File: src/gs_pkg.sv
package gs_pkg;

    localparam int FRAC_BITS = 16;

    localparam logic [7:0] CFG_SYSTEM_SIZE     = 8'd0;
    localparam logic [7:0] CFG_PIVOT_THRESHOLD = 8'd1;

    typedef struct packed {
        logic signed [31:0] coef_value;
        logic               last_element;
    } gs_in_t;

    typedef struct packed {
        logic signed [31:0] solution_value;
        logic [2:0]         solution_index;
        logic               singular;
        logic               last_result;
    } gs_out_t;

    typedef enum logic [0:0] {
        ALU_MUL,
        ALU_DIV
    } gs_alu_op_t;

    typedef struct packed {
        logic       start;
        gs_alu_op_t op;
    } gs_alu_req_t;

    typedef enum logic [4:0] {
        ST_IDLE,
        ST_PIV_RD,
        ST_PIV_CHK,
        ST_SW_RJ,
        ST_SW_RK,
        ST_SW_WJ,
        ST_SW_WK,
        ST_EL_RD_IJ,
        ST_EL_RD_JJ,
        ST_EL_DIV,
        ST_EL_DIV_WAIT,
        ST_EL_RD_JC,
        ST_EL_MUL,
        ST_EL_MUL_WAIT,
        ST_EL_RD_IC,
        ST_EL_WR_IC,
        ST_LAST_RD,
        ST_LAST_CHK,
        ST_BS_RD_KC,
        ST_BS_MUL,
        ST_BS_MUL_WAIT,
        ST_BS_RD_B,
        ST_BS_RD_KK,
        ST_BS_DIV,
        ST_BS_DIV_WAIT,
        ST_OUT_LD,
        ST_OUT,
        ST_SING
    } gs_state_t;

endpackage

File: src/gs_alu.sv
module gs_alu #(
    parameter int W = 32
) (
    input  logic                aclk,
    input  logic                aresetn,
    input  gs_pkg::gs_alu_req_t req,
    input  logic signed [W-1:0] opa,
    input  logic signed [W-1:0] opb,
    output logic                done,
    output logic signed [W-1:0] result
);
    import gs_pkg::*;

    localparam int CNTW = $clog2(W + FRAC_BITS + 1);
    localparam logic [W-1:0] VMAX = {1'b0, {(W-1){1'b1}}};
    localparam logic [W-1:0] VMIN = {1'b1, {(W-1){1'b0}}};

    logic             busy_reg, busy_next;
    gs_alu_op_t       op_reg, op_next;
    logic [CNTW-1:0]  cnt_reg, cnt_next;
    logic             neg_reg, neg_next;
    logic             aneg_reg, aneg_next;
    logic             dz_reg, dz_next;
    logic             az_reg, az_next;
    logic [2*W-1:0]   p_reg, p_next;
    logic [W-1:0]     y_reg, y_next;
    logic [W:0]       rem_reg, rem_next;
    logic             done_reg, done_next;
    logic [W-1:0]     result_reg, result_next;

    logic [W-1:0]     ua, ub, mag_a, mag_b;
    logic [W:0]       sum_m, rem_sh;
    logic             ge;
    logic [2*W-1:0]   q;
    logic             big;

    assign ua    = opa;
    assign ub    = opb;
    assign mag_a = ua[W-1] ? (~ua + W'(1)) : ua;
    assign mag_b = ub[W-1] ? (~ub + W'(1)) : ub;

    // shift-add step for multiply, restoring step for divide
    assign sum_m  = {1'b0, p_reg[2*W-1:W]} + (p_reg[0] ? {1'b0, y_reg} : '0);
    assign rem_sh = {rem_reg[W-1:0], p_reg[W+FRAC_BITS-1]};
    assign ge     = rem_sh >= {1'b0, y_reg};

    assign q   = (op_reg == ALU_MUL) ? {{FRAC_BITS{1'b0}}, p_reg[2*W-1:FRAC_BITS]} : p_reg;
    assign big = |q[2*W-1:W-1];

    always_comb begin
        busy_next   = busy_reg;
        op_next     = op_reg;
        cnt_next    = cnt_reg;
        neg_next    = neg_reg;
        aneg_next   = aneg_reg;
        dz_next     = dz_reg;
        az_next     = az_reg;
        p_next      = p_reg;
        y_next      = y_reg;
        rem_next    = rem_reg;
        done_next   = 1'b0;
        result_next = result_reg;
        if (req.start) begin
            busy_next = 1'b1;
            op_next   = req.op;
            cnt_next  = (req.op == ALU_MUL) ? CNTW'(W) : CNTW'(W + FRAC_BITS);
            neg_next  = ua[W-1] ^ ub[W-1];
            aneg_next = ua[W-1];
            dz_next   = (mag_b == '0);
            az_next   = (mag_a == '0);
            y_next    = mag_b;
            rem_next  = '0;
            p_next    = (req.op == ALU_MUL) ? {{W{1'b0}}, mag_a}
                                            : (2*W)'({mag_a, {FRAC_BITS{1'b0}}});
        end else if (busy_reg && cnt_reg != '0) begin
            cnt_next = cnt_reg - CNTW'(1);
            if (op_reg == ALU_MUL) begin
                p_next = {sum_m, p_reg[W-1:1]};
            end else begin
                rem_next = ge ? (rem_sh - {1'b0, y_reg}) : rem_sh;
                p_next   = (2*W)'({p_reg[W+FRAC_BITS-2:0], ge});
            end
        end else if (busy_reg) begin
            busy_next = 1'b0;
            done_next = 1'b1;
            if (op_reg == ALU_DIV && dz_reg) begin
                result_next = az_reg ? '0 : (aneg_reg ? VMIN : VMAX);
            end else if (neg_reg) begin
                result_next = big ? VMIN : (~q[W-1:0] + W'(1));
            end else begin
                result_next = big ? VMAX : q[W-1:0];
            end
        end
    end

    always_ff @(posedge aclk) begin
        if (!aresetn) begin
            busy_reg <= 1'b0;
            done_reg <= 1'b0;
        end else begin
            busy_reg <= busy_next;
            done_reg <= done_next;
        end
        op_reg     <= op_next;
        cnt_reg    <= cnt_next;
        neg_reg    <= neg_next;
        aneg_reg   <= aneg_next;
        dz_reg     <= dz_next;
        az_reg     <= az_next;
        p_reg      <= p_next;
        y_reg      <= y_next;
        rem_reg    <= rem_next;
        result_reg <= result_next;
    end

    assign done   = done_reg;
    assign result = result_reg;

endmodule

File: src/gs_seq.sv
module gs_seq #(
    parameter int M = 8,
    parameter int W = 32
) (
    input  logic                                  aclk,
    input  logic                                  aresetn,
    input  logic                                  start,
    input  logic [$clog2(M+1)-1:0]                n_in,
    input  logic [15:0]                           thr,
    input  logic                                  ld_we,
    input  logic [$clog2(M*(M+1))-1:0]            ld_addr,
    input  logic signed [W-1:0]                   ld_data,
    output logic                                  idle,
    output logic                                  m_valid,
    input  logic                                  m_ready,
    output gs_pkg::gs_out_t                       m_item
);
    import gs_pkg::*;

    localparam int CW    = $clog2(M + 1);
    localparam int DEPTH = M * (M + 1);
    localparam int MAW   = $clog2(DEPTH);
    localparam int AXW   = 2 * CW + 2;
    localparam int IW    = $clog2(M);
    localparam logic [W-1:0] VMAX = {1'b0, {(W-1){1'b1}}};
    localparam logic [W-1:0] VMIN = {1'b1, {(W-1){1'b0}}};

    gs_state_t         state_reg, state_next;
    logic [CW-1:0]     n_reg, n_next;
    logic [CW-1:0]     j_reg, j_next;
    logic [CW-1:0]     k_reg, k_next;
    logic [CW-1:0]     i_reg, i_next;
    logic [CW-1:0]     c_reg, c_next;
    logic signed [W-1:0] t_reg, t_next;
    logic signed [W-1:0] f_reg, f_next;
    logic signed [W-1:0] sum_reg, sum_next;
    logic signed [W-1:0] sol_reg [M];
    logic              sol_we;
    logic              out_valid_reg, out_valid_next;
    gs_out_t           out_reg, out_next;

    logic [W-1:0]      mem [DEPTH];
    logic signed [W-1:0] rd_reg;
    logic              mem_re, seq_we;
    logic [W-1:0]      seq_wdata;
    logic [CW-1:0]     row_sel, col_sel;
    logic [AXW-1:0]    addr_full;
    logic [MAW-1:0]    seq_addr;

    gs_alu_req_t       alu_req;
    logic signed [W-1:0] alu_a, alu_b, alu_res;
    logic              alu_done;

    logic [W-1:0]      rd_u, rd_mag;
    logic              piv_small;
    logic signed [W-1:0] sub_b;
    logic [W:0]        diff, addv;
    logic signed [W-1:0] sub_sat, add_sat;
    logic [CW-1:0]     sol_idx;
    logic signed [W-1:0] sol_rd;
    logic signed [63:0]  sol64;
    logic [7:0]        k8;
    logic [CW:0]       i_inc, c_inc, j_inc2, n_ext;

    gs_alu #(.W(W)) u_alu (
        .aclk    (aclk),
        .aresetn (aresetn),
        .req     (alu_req),
        .opa     (alu_a),
        .opb     (alu_b),
        .done    (alu_done),
        .result  (alu_res)
    );

    assign addr_full = AXW'(row_sel) * (AXW'(n_reg) + AXW'(1)) + AXW'(col_sel);
    assign seq_addr  = MAW'(addr_full);

    always_ff @(posedge aclk) begin
        if (ld_we) begin
            mem[ld_addr] <= ld_data;
        end else if (seq_we) begin
            mem[seq_addr] <= seq_wdata;
        end
        if (mem_re) begin
            rd_reg <= mem[seq_addr];
        end
    end

    assign rd_u      = rd_reg;
    assign rd_mag    = rd_u[W-1] ? (~rd_u + W'(1)) : rd_u;
    assign piv_small = rd_mag <= W'(thr);

    // saturating subtract, shared by elimination and back-substitution, and saturating add for back-substitution
    assign sub_b   = (state_reg == ST_EL_WR_IC) ? t_reg : sum_reg;
    assign diff    = {rd_reg[W-1], rd_reg} - {sub_b[W-1], sub_b};
    assign sub_sat = (diff[W] != diff[W-1]) ? (diff[W] ? VMIN : VMAX) : diff[W-1:0];
    assign addv    = {sum_reg[W-1], sum_reg} + {alu_res[W-1], alu_res};
    assign add_sat = (addv[W] != addv[W-1]) ? (addv[W] ? VMIN : VMAX) : addv[W-1:0];

    assign sol_idx = (state_reg == ST_OUT_LD) ? k_reg : c_reg;
    assign sol_rd  = sol_reg[sol_idx[IW-1:0]];
    assign sol64   = 64'(sol_rd);
    assign k8      = 8'(k_reg);

    assign i_inc  = {1'b0, i_reg} + (CW+1)'(1);
    assign c_inc  = {1'b0, c_reg} + (CW+1)'(1);
    assign j_inc2 = {1'b0, j_reg} + (CW+1)'(2);
    assign n_ext  = {1'b0, n_reg};

    always_comb begin
        state_next     = state_reg;
        n_next         = n_reg;
        j_next         = j_reg;
        k_next         = k_reg;
        i_next         = i_reg;
        c_next         = c_reg;
        t_next         = t_reg;
        f_next         = f_reg;
        sum_next       = sum_reg;
        out_valid_next = out_valid_reg;
        out_next       = out_reg;
        sol_we         = 1'b0;
        mem_re         = 1'b0;
        seq_we         = 1'b0;
        seq_wdata      = rd_reg;
        row_sel        = j_reg;
        col_sel        = c_reg;
        alu_req.start  = 1'b0;
        alu_req.op     = ALU_MUL;
        alu_a          = t_reg;
        alu_b          = rd_reg;
        case (state_reg)
            ST_IDLE: begin
                if (start) begin
                    n_next     = n_in;
                    j_next     = '0;
                    k_next     = CW'(1);
                    state_next = (n_in > CW'(1)) ? ST_PIV_RD : ST_LAST_RD;
                end
            end
            ST_PIV_RD: begin
                mem_re     = 1'b1;
                col_sel    = j_reg;
                state_next = ST_PIV_CHK;
            end
            ST_PIV_CHK: begin
                if (!piv_small) begin
                    i_next     = j_reg + CW'(1);
                    state_next = ST_EL_RD_IJ;
                end else if (k_reg < n_reg) begin
                    c_next     = '0;
                    state_next = ST_SW_RJ;
                end else begin
                    state_next = ST_SING;
                end
            end
            ST_SW_RJ: begin
                mem_re     = 1'b1;
                state_next = ST_SW_RK;
            end
            ST_SW_RK: begin
                mem_re     = 1'b1;
                row_sel    = k_reg;
                t_next     = rd_reg;
                state_next = ST_SW_WJ;
            end
            ST_SW_WJ: begin
                seq_we     = 1'b1;
                state_next = ST_SW_WK;
            end
            ST_SW_WK: begin
                seq_we    = 1'b1;
                seq_wdata = t_reg;
                row_sel   = k_reg;
                if (c_reg == n_reg) begin
                    k_next     = k_reg + CW'(1);
                    state_next = ST_PIV_RD;
                end else begin
                    c_next     = c_reg + CW'(1);
                    state_next = ST_SW_RJ;
                end
            end
            ST_EL_RD_IJ: begin
                mem_re     = 1'b1;
                row_sel    = i_reg;
                col_sel    = j_reg;
                state_next = ST_EL_RD_JJ;
            end
            ST_EL_RD_JJ: begin
                mem_re     = 1'b1;
                col_sel    = j_reg;
                t_next     = rd_reg;
                state_next = ST_EL_DIV;
            end
            ST_EL_DIV: begin
                alu_req.start = 1'b1;
                alu_req.op    = ALU_DIV;
                state_next    = ST_EL_DIV_WAIT;
            end
            ST_EL_DIV_WAIT: begin
                if (alu_done) begin
                    f_next     = alu_res;
                    c_next     = j_reg + CW'(1);
                    state_next = ST_EL_RD_JC;
                end
            end
            ST_EL_RD_JC: begin
                mem_re     = 1'b1;
                state_next = ST_EL_MUL;
            end
            ST_EL_MUL: begin
                alu_req.start = 1'b1;
                alu_a         = f_reg;
                state_next    = ST_EL_MUL_WAIT;
            end
            ST_EL_MUL_WAIT: begin
                if (alu_done) begin
                    t_next     = alu_res;
                    state_next = ST_EL_RD_IC;
                end
            end
            ST_EL_RD_IC: begin
                mem_re     = 1'b1;
                row_sel    = i_reg;
                state_next = ST_EL_WR_IC;
            end
            ST_EL_WR_IC: begin
                seq_we    = 1'b1;
                seq_wdata = sub_sat;
                row_sel   = i_reg;
                if (c_reg != n_reg) begin
                    c_next     = c_reg + CW'(1);
                    state_next = ST_EL_RD_JC;
                end else if (i_inc < n_ext) begin
                    i_next     = i_inc[CW-1:0];
                    state_next = ST_EL_RD_IJ;
                end else if (j_inc2 < n_ext) begin
                    j_next     = j_reg + CW'(1);
                    k_next     = j_inc2[CW-1:0];
                    state_next = ST_PIV_RD;
                end else begin
                    state_next = ST_LAST_RD;
                end
            end
            ST_LAST_RD: begin
                mem_re     = 1'b1;
                row_sel    = n_reg - CW'(1);
                col_sel    = n_reg - CW'(1);
                state_next = ST_LAST_CHK;
            end
            ST_LAST_CHK: begin
                if (piv_small) begin
                    state_next = ST_SING;
                end else begin
                    k_next     = n_reg - CW'(1);
                    c_next     = n_reg;
                    sum_next   = '0;
                    state_next = ST_BS_RD_B;
                end
            end
            ST_BS_RD_KC: begin
                mem_re     = 1'b1;
                row_sel    = k_reg;
                state_next = ST_BS_MUL;
            end
            ST_BS_MUL: begin
                alu_req.start = 1'b1;
                alu_a         = rd_reg;
                alu_b         = sol_rd;
                state_next    = ST_BS_MUL_WAIT;
            end
            ST_BS_MUL_WAIT: begin
                if (alu_done) begin
                    sum_next = add_sat;
                    if (c_inc < n_ext) begin
                        c_next     = c_inc[CW-1:0];
                        state_next = ST_BS_RD_KC;
                    end else begin
                        state_next = ST_BS_RD_B;
                    end
                end
            end
            ST_BS_RD_B: begin
                mem_re     = 1'b1;
                row_sel    = k_reg;
                col_sel    = n_reg;
                state_next = ST_BS_RD_KK;
            end
            ST_BS_RD_KK: begin
                mem_re     = 1'b1;
                row_sel    = k_reg;
                col_sel    = k_reg;
                t_next     = sub_sat;
                state_next = ST_BS_DIV;
            end
            ST_BS_DIV: begin
                alu_req.start = 1'b1;
                alu_req.op    = ALU_DIV;
                state_next    = ST_BS_DIV_WAIT;
            end
            ST_BS_DIV_WAIT: begin
                if (alu_done) begin
                    sol_we = 1'b1;
                    if (k_reg == '0) begin
                        k_next     = n_reg - CW'(1);
                        state_next = ST_OUT_LD;
                    end else begin
                        sum_next   = '0;
                        c_next     = k_reg;
                        k_next     = k_reg - CW'(1);
                        state_next = ST_BS_RD_KC;
                    end
                end
            end
            ST_OUT_LD: begin
                out_next.solution_value = (sol64 > 64'sd2147483647) ? 32'sh7fffffff :
                                          (sol64 < -64'sd2147483648) ? 32'sh80000000 :
                                          sol64[31:0];
                out_next.solution_index = k8[2:0];
                out_next.singular       = 1'b0;
                out_next.last_result    = (k_reg == '0);
                out_valid_next          = 1'b1;
                state_next              = ST_OUT;
            end
            ST_OUT: begin
                if (m_ready) begin
                    out_valid_next = 1'b0;
                    if (k_reg == '0) begin
                        state_next = ST_IDLE;
                    end else begin
                        k_next     = k_reg - CW'(1);
                        state_next = ST_OUT_LD;
                    end
                end
            end
            ST_SING: begin
                out_next.solution_value = '0;
                out_next.solution_index = '0;
                out_next.singular       = 1'b1;
                out_next.last_result    = 1'b1;
                out_valid_next          = 1'b1;
                k_next                  = '0;
                state_next              = ST_OUT;
            end
            default: begin
                state_next = ST_IDLE;
            end
        endcase
    end

    always_ff @(posedge aclk) begin
        if (!aresetn) begin
            state_reg     <= ST_IDLE;
            out_valid_reg <= 1'b0;
        end else begin
            state_reg     <= state_next;
            out_valid_reg <= out_valid_next;
        end
        n_reg   <= n_next;
        j_reg   <= j_next;
        k_reg   <= k_next;
        i_reg   <= i_next;
        c_reg   <= c_next;
        t_reg   <= t_next;
        f_reg   <= f_next;
        sum_reg <= sum_next;
        out_reg <= out_next;
        if (sol_we) begin
            sol_reg[k_reg[IW-1:0]] <= alu_res;
        end
    end

    assign idle    = (state_reg == ST_IDLE);
    assign m_valid = out_valid_reg;
    assign m_item  = out_reg;

`ifndef ASSERT_OFF
    a_valid_in_out: assert property (@(posedge aclk) disable iff (!aresetn)
        out_valid_reg |-> state_reg == ST_OUT)
        else $error("result valid outside output state");
    a_load_idle: assert property (@(posedge aclk) disable iff (!aresetn)
        ld_we |-> state_reg == ST_IDLE)
        else $error("load write while solving");
    a_sing_last: assert property (@(posedge aclk) disable iff (!aresetn)
        out_valid_reg && out_reg.singular |-> out_reg.last_result)
        else $error("singular report not marked last");
    a_last_drop: assert property (@(posedge aclk) disable iff (!aresetn)
        out_valid_reg && m_ready && out_reg.last_result |=> !out_valid_reg && idle)
        else $error("run did not end after last transfer");
`endif

endmodule

File: src/linear_system_gauss_solver.sv
// Loading: one element per cycle; s_ready is high while no solve is running.
// Solving after the last element is paced by the single bit-serial multiply/divide unit
// and by the store accesses around each multiply and divide.
// Results: n transfers (or one singular report); each is held until m_ready takes it.
// Reset (aresetn low, synchronous) sets control state, load position and config registers
// to defaults (size 8, threshold 7); datapath registers and stores stay undefined.
module linear_system_gauss_solver #(
    parameter int MAX_UNKNOWNS = 8,
    parameter int VALUE_WIDTH  = 32
) (
    input  logic            aclk,
    input  logic            aresetn,
    input  logic            s_valid,
    output logic            s_ready,
    input  gs_pkg::gs_in_t  s_item,
    output logic            m_valid,
    input  logic            m_ready,
    output gs_pkg::gs_out_t m_item,
    input  logic            cfg_valid,
    output logic            cfg_ready,
    input  logic [7:0]      cfg_index,
    input  logic [31:0]     cfg_data
);
    import gs_pkg::*;

    localparam int M     = MAX_UNKNOWNS;
    localparam int W     = VALUE_WIDTH;
    localparam int CW    = $clog2(M + 1);
    localparam int DEPTH = M * (M + 1);
    localparam int MAW   = $clog2(DEPTH);
    localparam int PW    = $clog2(DEPTH + 1);

    logic [3:0]     size_reg, size_next;
    logic [15:0]    thr_reg, thr_next;
    logic [PW-1:0]  pos_reg, pos_next;
    logic [CW-1:0]  n_cur;
    logic [PW-1:0]  lim;
    logic           s_fire, ld_we, seq_idle;
    logic signed [63:0] in64, vmax64, vmin64;
    logic signed [63:0] clamped;
    logic signed [W-1:0] ld_data;

    assign cfg_ready = 1'b1;
    assign s_ready   = seq_idle;
    assign s_fire    = s_valid && s_ready;

    assign n_cur = (size_reg == '0) ? CW'(1) :
                   (32'(size_reg) > M) ? CW'(M) : CW'(size_reg);
    assign lim   = PW'(32'(n_cur) * (32'(n_cur) + 32'd1));

    // clamp the 32-bit input to the internal word
    assign in64    = 64'(s_item.coef_value);
    assign vmax64  = (64'sd1 <<< (W - 1)) - 64'sd1;
    assign vmin64  = -vmax64 - 64'sd1;
    assign clamped = (in64 > vmax64) ? vmax64 : (in64 < vmin64) ? vmin64 : in64;
    assign ld_data = clamped[W-1:0];

    assign ld_we = s_fire && (pos_reg < lim);

    always_comb begin
        size_next = size_reg;
        thr_next  = thr_reg;
        pos_next  = pos_reg;
        if (cfg_valid && cfg_ready) begin
            case (cfg_index)
                CFG_SYSTEM_SIZE:     size_next = cfg_data[3:0];
                CFG_PIVOT_THRESHOLD: thr_next  = cfg_data[15:0];
                default:             ;
            endcase
        end
        if (ld_we) begin
            pos_next = pos_reg + PW'(1);
        end
        if (s_fire && s_item.last_element) begin
            pos_next = '0;
        end
    end

    always_ff @(posedge aclk) begin
        if (!aresetn) begin
            size_reg <= 4'd8;
            thr_reg  <= 16'd7;
            pos_reg  <= '0;
        end else begin
            size_reg <= size_next;
            thr_reg  <= thr_next;
            pos_reg  <= pos_next;
        end
    end

    gs_seq #(.M(M), .W(W)) u_seq (
        .aclk    (aclk),
        .aresetn (aresetn),
        .start   (s_fire && s_item.last_element),
        .n_in    (n_cur),
        .thr     (thr_reg),
        .ld_we   (ld_we),
        .ld_addr (MAW'(pos_reg)),
        .ld_data (ld_data),
        .idle    (seq_idle),
        .m_valid (m_valid),
        .m_ready (m_ready),
        .m_item  (m_item)
    );

endmodule
File: config.mk
export PLATFORM = sky130hd
export DESIGN_NAME = linear_system_gauss_solver
export DESIGN_NICKNAME = d
export VERILOG_FILES = /design/src/gs_pkg.sv /design/src/gs_alu.sv /design/src/gs_seq.sv /design/src/linear_system_gauss_solver.sv
export SDC_FILE = /design/constraint.sdc
export NUM_CORES = 2
export LEC_CHECK = 0
export ABC_AREA = 1
export BUFFER_PORTS_ARGS = -buffer_cell sky130_fd_sc_hd__buf_2
export CAP_MARGIN = 20
export CORE_UTILIZATION = 50
export DETAILED_ROUTE_END_ITERATION = 8
export PLACE_DENSITY = 0.65
export SETUP_SLACK_MARGIN = 0.4
export SYNTH_ARGS = -nofsm -noshare
export SYNTH_HDL_FRONTEND = slang
export SYNTH_SLANG_ARGS = --single-unit
File: constraint.sdc
create_clock -name aclk -period 9.4 [get_ports aclk]
set_clock_uncertainty 0.2 [all_clocks]
set_input_delay 0 -clock aclk [delete_from_list [all_inputs] [get_ports aclk]]
set_output_delay 0 -clock aclk [all_outputs]
set_load 0.02 [all_outputs]
==> impl_metrics.env <==
export IMPL_die_area_um2=267000
export IMPL_critPathMaxStageDelay_ns=0.96
export IMPL_power_frac_comb_pct=47.3
export IMPL_hold_class="primary input to flop"
export IMPL_numCtsBuffers=312
export IMPL_synth_top_family_by_area="compound AO/OA/AOI/OAI gates"
export IMPL_synthMuxAreaShare_pct=0.121
export IMPL_synthArstFlopShare_pct=0
export IMPL_setup_viol=0
export IMPL_ir_drop_mv=1.08
export IMPL_grt_usage_pct=31.9
export IMPL_p_switching_uw=24200
export IMPL_drtIter0Drc=14430
export IMPL_fin_nets=12462
export IMPL_avgRoutedWirePerCell_um=27.3
export IMPL_core_um2=263000
export IMPL_htree_levels=5
export IMPL_finalHoldViolations=0
export IMPL_portBuffers=100
export IMPL_cellPowerDensity_nw_per_um2=349
export IMPL_syn_to_final_growth_pct=13.0
export IMPL_syn_area_per_cell_um2=11.0
export IMPL_hold_path_depth=5
export IMPL_rsz0062_at_grt="no"
export IMPL_synth_seq_cells=2951
export IMPL_die_h_um=517
export IMPL_synth_compound_area_share_pct=13.6
export IMPL_tightest_slew_ns=1.19
export IMPL_syn_inst=12085
export IMPL_max_freq_mhz=124
export IMPL_hold_slack_ns=0.0514
export IMPL_max_cap_violations=0
export IMPL_dp_hpwl_um=279000
export IMPL_post_cts_setup_buffer_count=0
export IMPL_synth_area_leader_cell="edfxtp_1"
export IMPL_yosysUniqueCellTypes=70
export IMPL_pwr_share_seq_pct=29.1
export IMPL_r2r_worst_path_cells=27
export IMPL_maxSlewViolCount=0
export IMPL_cp_start_kind="flop"
export IMPL_p_leak_uw=0.0526
export IMPL_critPathRequiredTime_ns=9.72
export IMPL_vias=98553
export IMPL_cts_tree="yes"
export IMPL_synth_xor_area_share_pct=1.24
export IMPL_yosys_top_cells_area="edfxtp_1, o21ai_0, nor2_1"
export IMPL_worstSetupPathType="flop to flop"
export IMPL_synth_top_area_share_pct=65.3
export IMPL_yosys_warnings=0
export IMPL_grt_pass1_wl_um=626000
export IMPL_dpl_cell_area_um2=139000
export IMPL_drc=0
export IMPL_vias_per_cell=6.18
export IMPL_crit_slowest_cell="nor2_4"
export IMPL_ioPinCount=118
export IMPL_dieWidth_um=517
export IMPL_dp_cells=15264
export IMPL_postRouteAntennaNets=0
export IMPL_cts_root_buf="clkbuf_16"
export IMPL_antenna_found_initial=29
export IMPL_stdcell_count=15945
export IMPL_first_pass_iters=7
export IMPL_rows=188
export IMPL_power_switching_share_pct=46.2
export IMPL_path_max_fanout=32
export IMPL_insertion_delay_ns=0.92
export IMPL_synth_edf_count=2884
export IMPL_synth_nets=12380
export IMPL_grt_pass1_vias=91788
export IMPL_grt_start_max_net_pins=210
export IMPL_fin_tns_setup_ns=0
export IMPL_layout_drive_gt1_share_pct=8.40
export IMPL_clock_power_share_pct=23.6
export IMPL_ys_seq_area_share_pct=66.3
export IMPL_layout_cells_most_common="edfxtp_1"
export IMPL_fin_crit_ns=8.05
export IMPL_grt_overflow=0
export IMPL_clock_path_buffers=4
export IMPL_gp_congestion=0.981
export IMPL_cts_sinks=2951
export IMPL_setup_slack_ns=1.35
export IMPL_internal_power_uw=28200
export IMPL_start_util_pct=50.4
export IMPL_synthSimpleGateAreaFrac_pct=12.2
export IMPL_synthesis_area_um2=133000
export IMPL_cp_common_cell="nand2_1"
export IMPL_routed_wl_um=436000
export IMPL_synth_fa_ha_area_share_pct=2.14
export IMPL_final_cell_mix="edfxtp_1, nor2_1, o21ai_0, nand2_1, inv_1"
export IMPL_post_route_period_util_pct=85.6
export IMPL_dp_slack_ns=1.45
export IMPL_worst_ep_arrival_time_ns=8.37
export IMPL_slew_headroom_pct=19.9
export IMPL_ys_flop_type="edfxtp_1"
export IMPL_cts_clk_slew_worst_paths_ns=0.06
export IMPL_status="finished clean"
export IMPL_cp_end_kind="flop"
export IMPL_largest_reg_flops=2304
export IMPL_fin_area_um2=150000
==> cell usage after synthesis (13+ instances only) <==
master	n
edfxtp_1	2884
nor2_1	1958
o21ai_0	1701
nand2_1	1485
inv_1	789
clkbuf_1	581
o22ai_1	577
a21oi_1	403
nand3_1	366
ha_1	201
xor2_1	110
o221ai_1	102
xnor2_1	78
dfxtp_1	67
o211ai_1	61
buf_2	59
a31oi_1	58
nor3_1	49
nand4_1	48
o21bai_1	40
a221oi_1	37
o311ai_0	30
buf_1	29
a32o_1	27
inv_2	25
nor4_1	23
o32ai_1	22
nand2_2	21
or2_2	18
nand3b_1	17
buf_4	16
fa_1	16
mux2i_1	16
a21o_1	14
o31ai_1	14
clkinv_1	13
o21ai_1	13
==> worst paths after layout <==
| check | from | to | slack, ns |
|---|---|---|---|
| max reg2reg | u_seq.state_reg[1] | u_seq.mem[64][19] | 1.35 |
| max | u_seq.state_reg[1] | u_seq.mem[64][19] | 1.35 |
| min | cfg_index[1] | size_reg[0] | 0.05 |
| min reg2reg | u_seq.u_alu.rem_reg[1] | u_seq.u_alu.rem_reg[1] | 0.30 |
==> critical path, delay by kind of cell (launching register included) <==
family	cells	cell delay, ns
AO/OA/AOI/OAI	4	1.20
XOR/XNOR	3	0.68
adder cells (fa/ha/maj)	4	1.91
buffers and inverters	4	0.27
flip-flops	1	0.39
AND/OR/NAND/NOR	12	2.98
==> stage by stage <==
step,power (µW),util (%)
2_1_floorplan,28200,-
3_3_place_gp,38900,52.6
3_5_place_dp,39300,52.7
4_1_cts,51600,56.9
5_1_grt,54000,57.0
6_report,52400,57.0
==> power by group through the flow <==
stage,registers [µW],clock network (µW),logic [µW]
2_1_floorplan,15300,0,12900
3_3_place_gp,15500,0,23400
3_5_place_dp,15500,0,23800
4_1_cts,15200,12500,23900
5_1_grt,15200,13000,25800
6_report,15300,12400,24800
==> area by class of cell <==
cell class,instances,area [µm²]
Clock inverter,184,1950
Timing Repair Buffer,463,4270
Clock buffer,386,8220
Inverter,828,3140
Tap cell,3515,4400
Fill cell,21565,113000
Sequential cell,2951,87900
Multi-Input combinational cell,7611,40000
Antenna cell,7,17.5
==> cell families after synthesis <==
| family | Yosys count |
|---|---|
| AOI/OAI and AO/OA | 3161 |
| xor gates and xnor gates | 188 |
| adders and majority gates | 217 |
| buffers and inverters | 1523 |
| DFF | 2951 |
| muxes | 16 |
| other | 2 |
| and+or+nand+nor | 4027 |
==> routing by layer <==
metal,wire length [µm],GRT usage (%),part of all wire (%)
met1,169000,44.1,39
met2,196000,49.3,45
met4,21500,13.9,4.9
met3,48400,6.02,11
met5,13,0,0.0030
==> timing repair <==
item,CTS,global route
hold endpoints to repair,889,0
gates resized for setup,0,0
hold buffers,99,0
(Power assumes the default switching activity.)
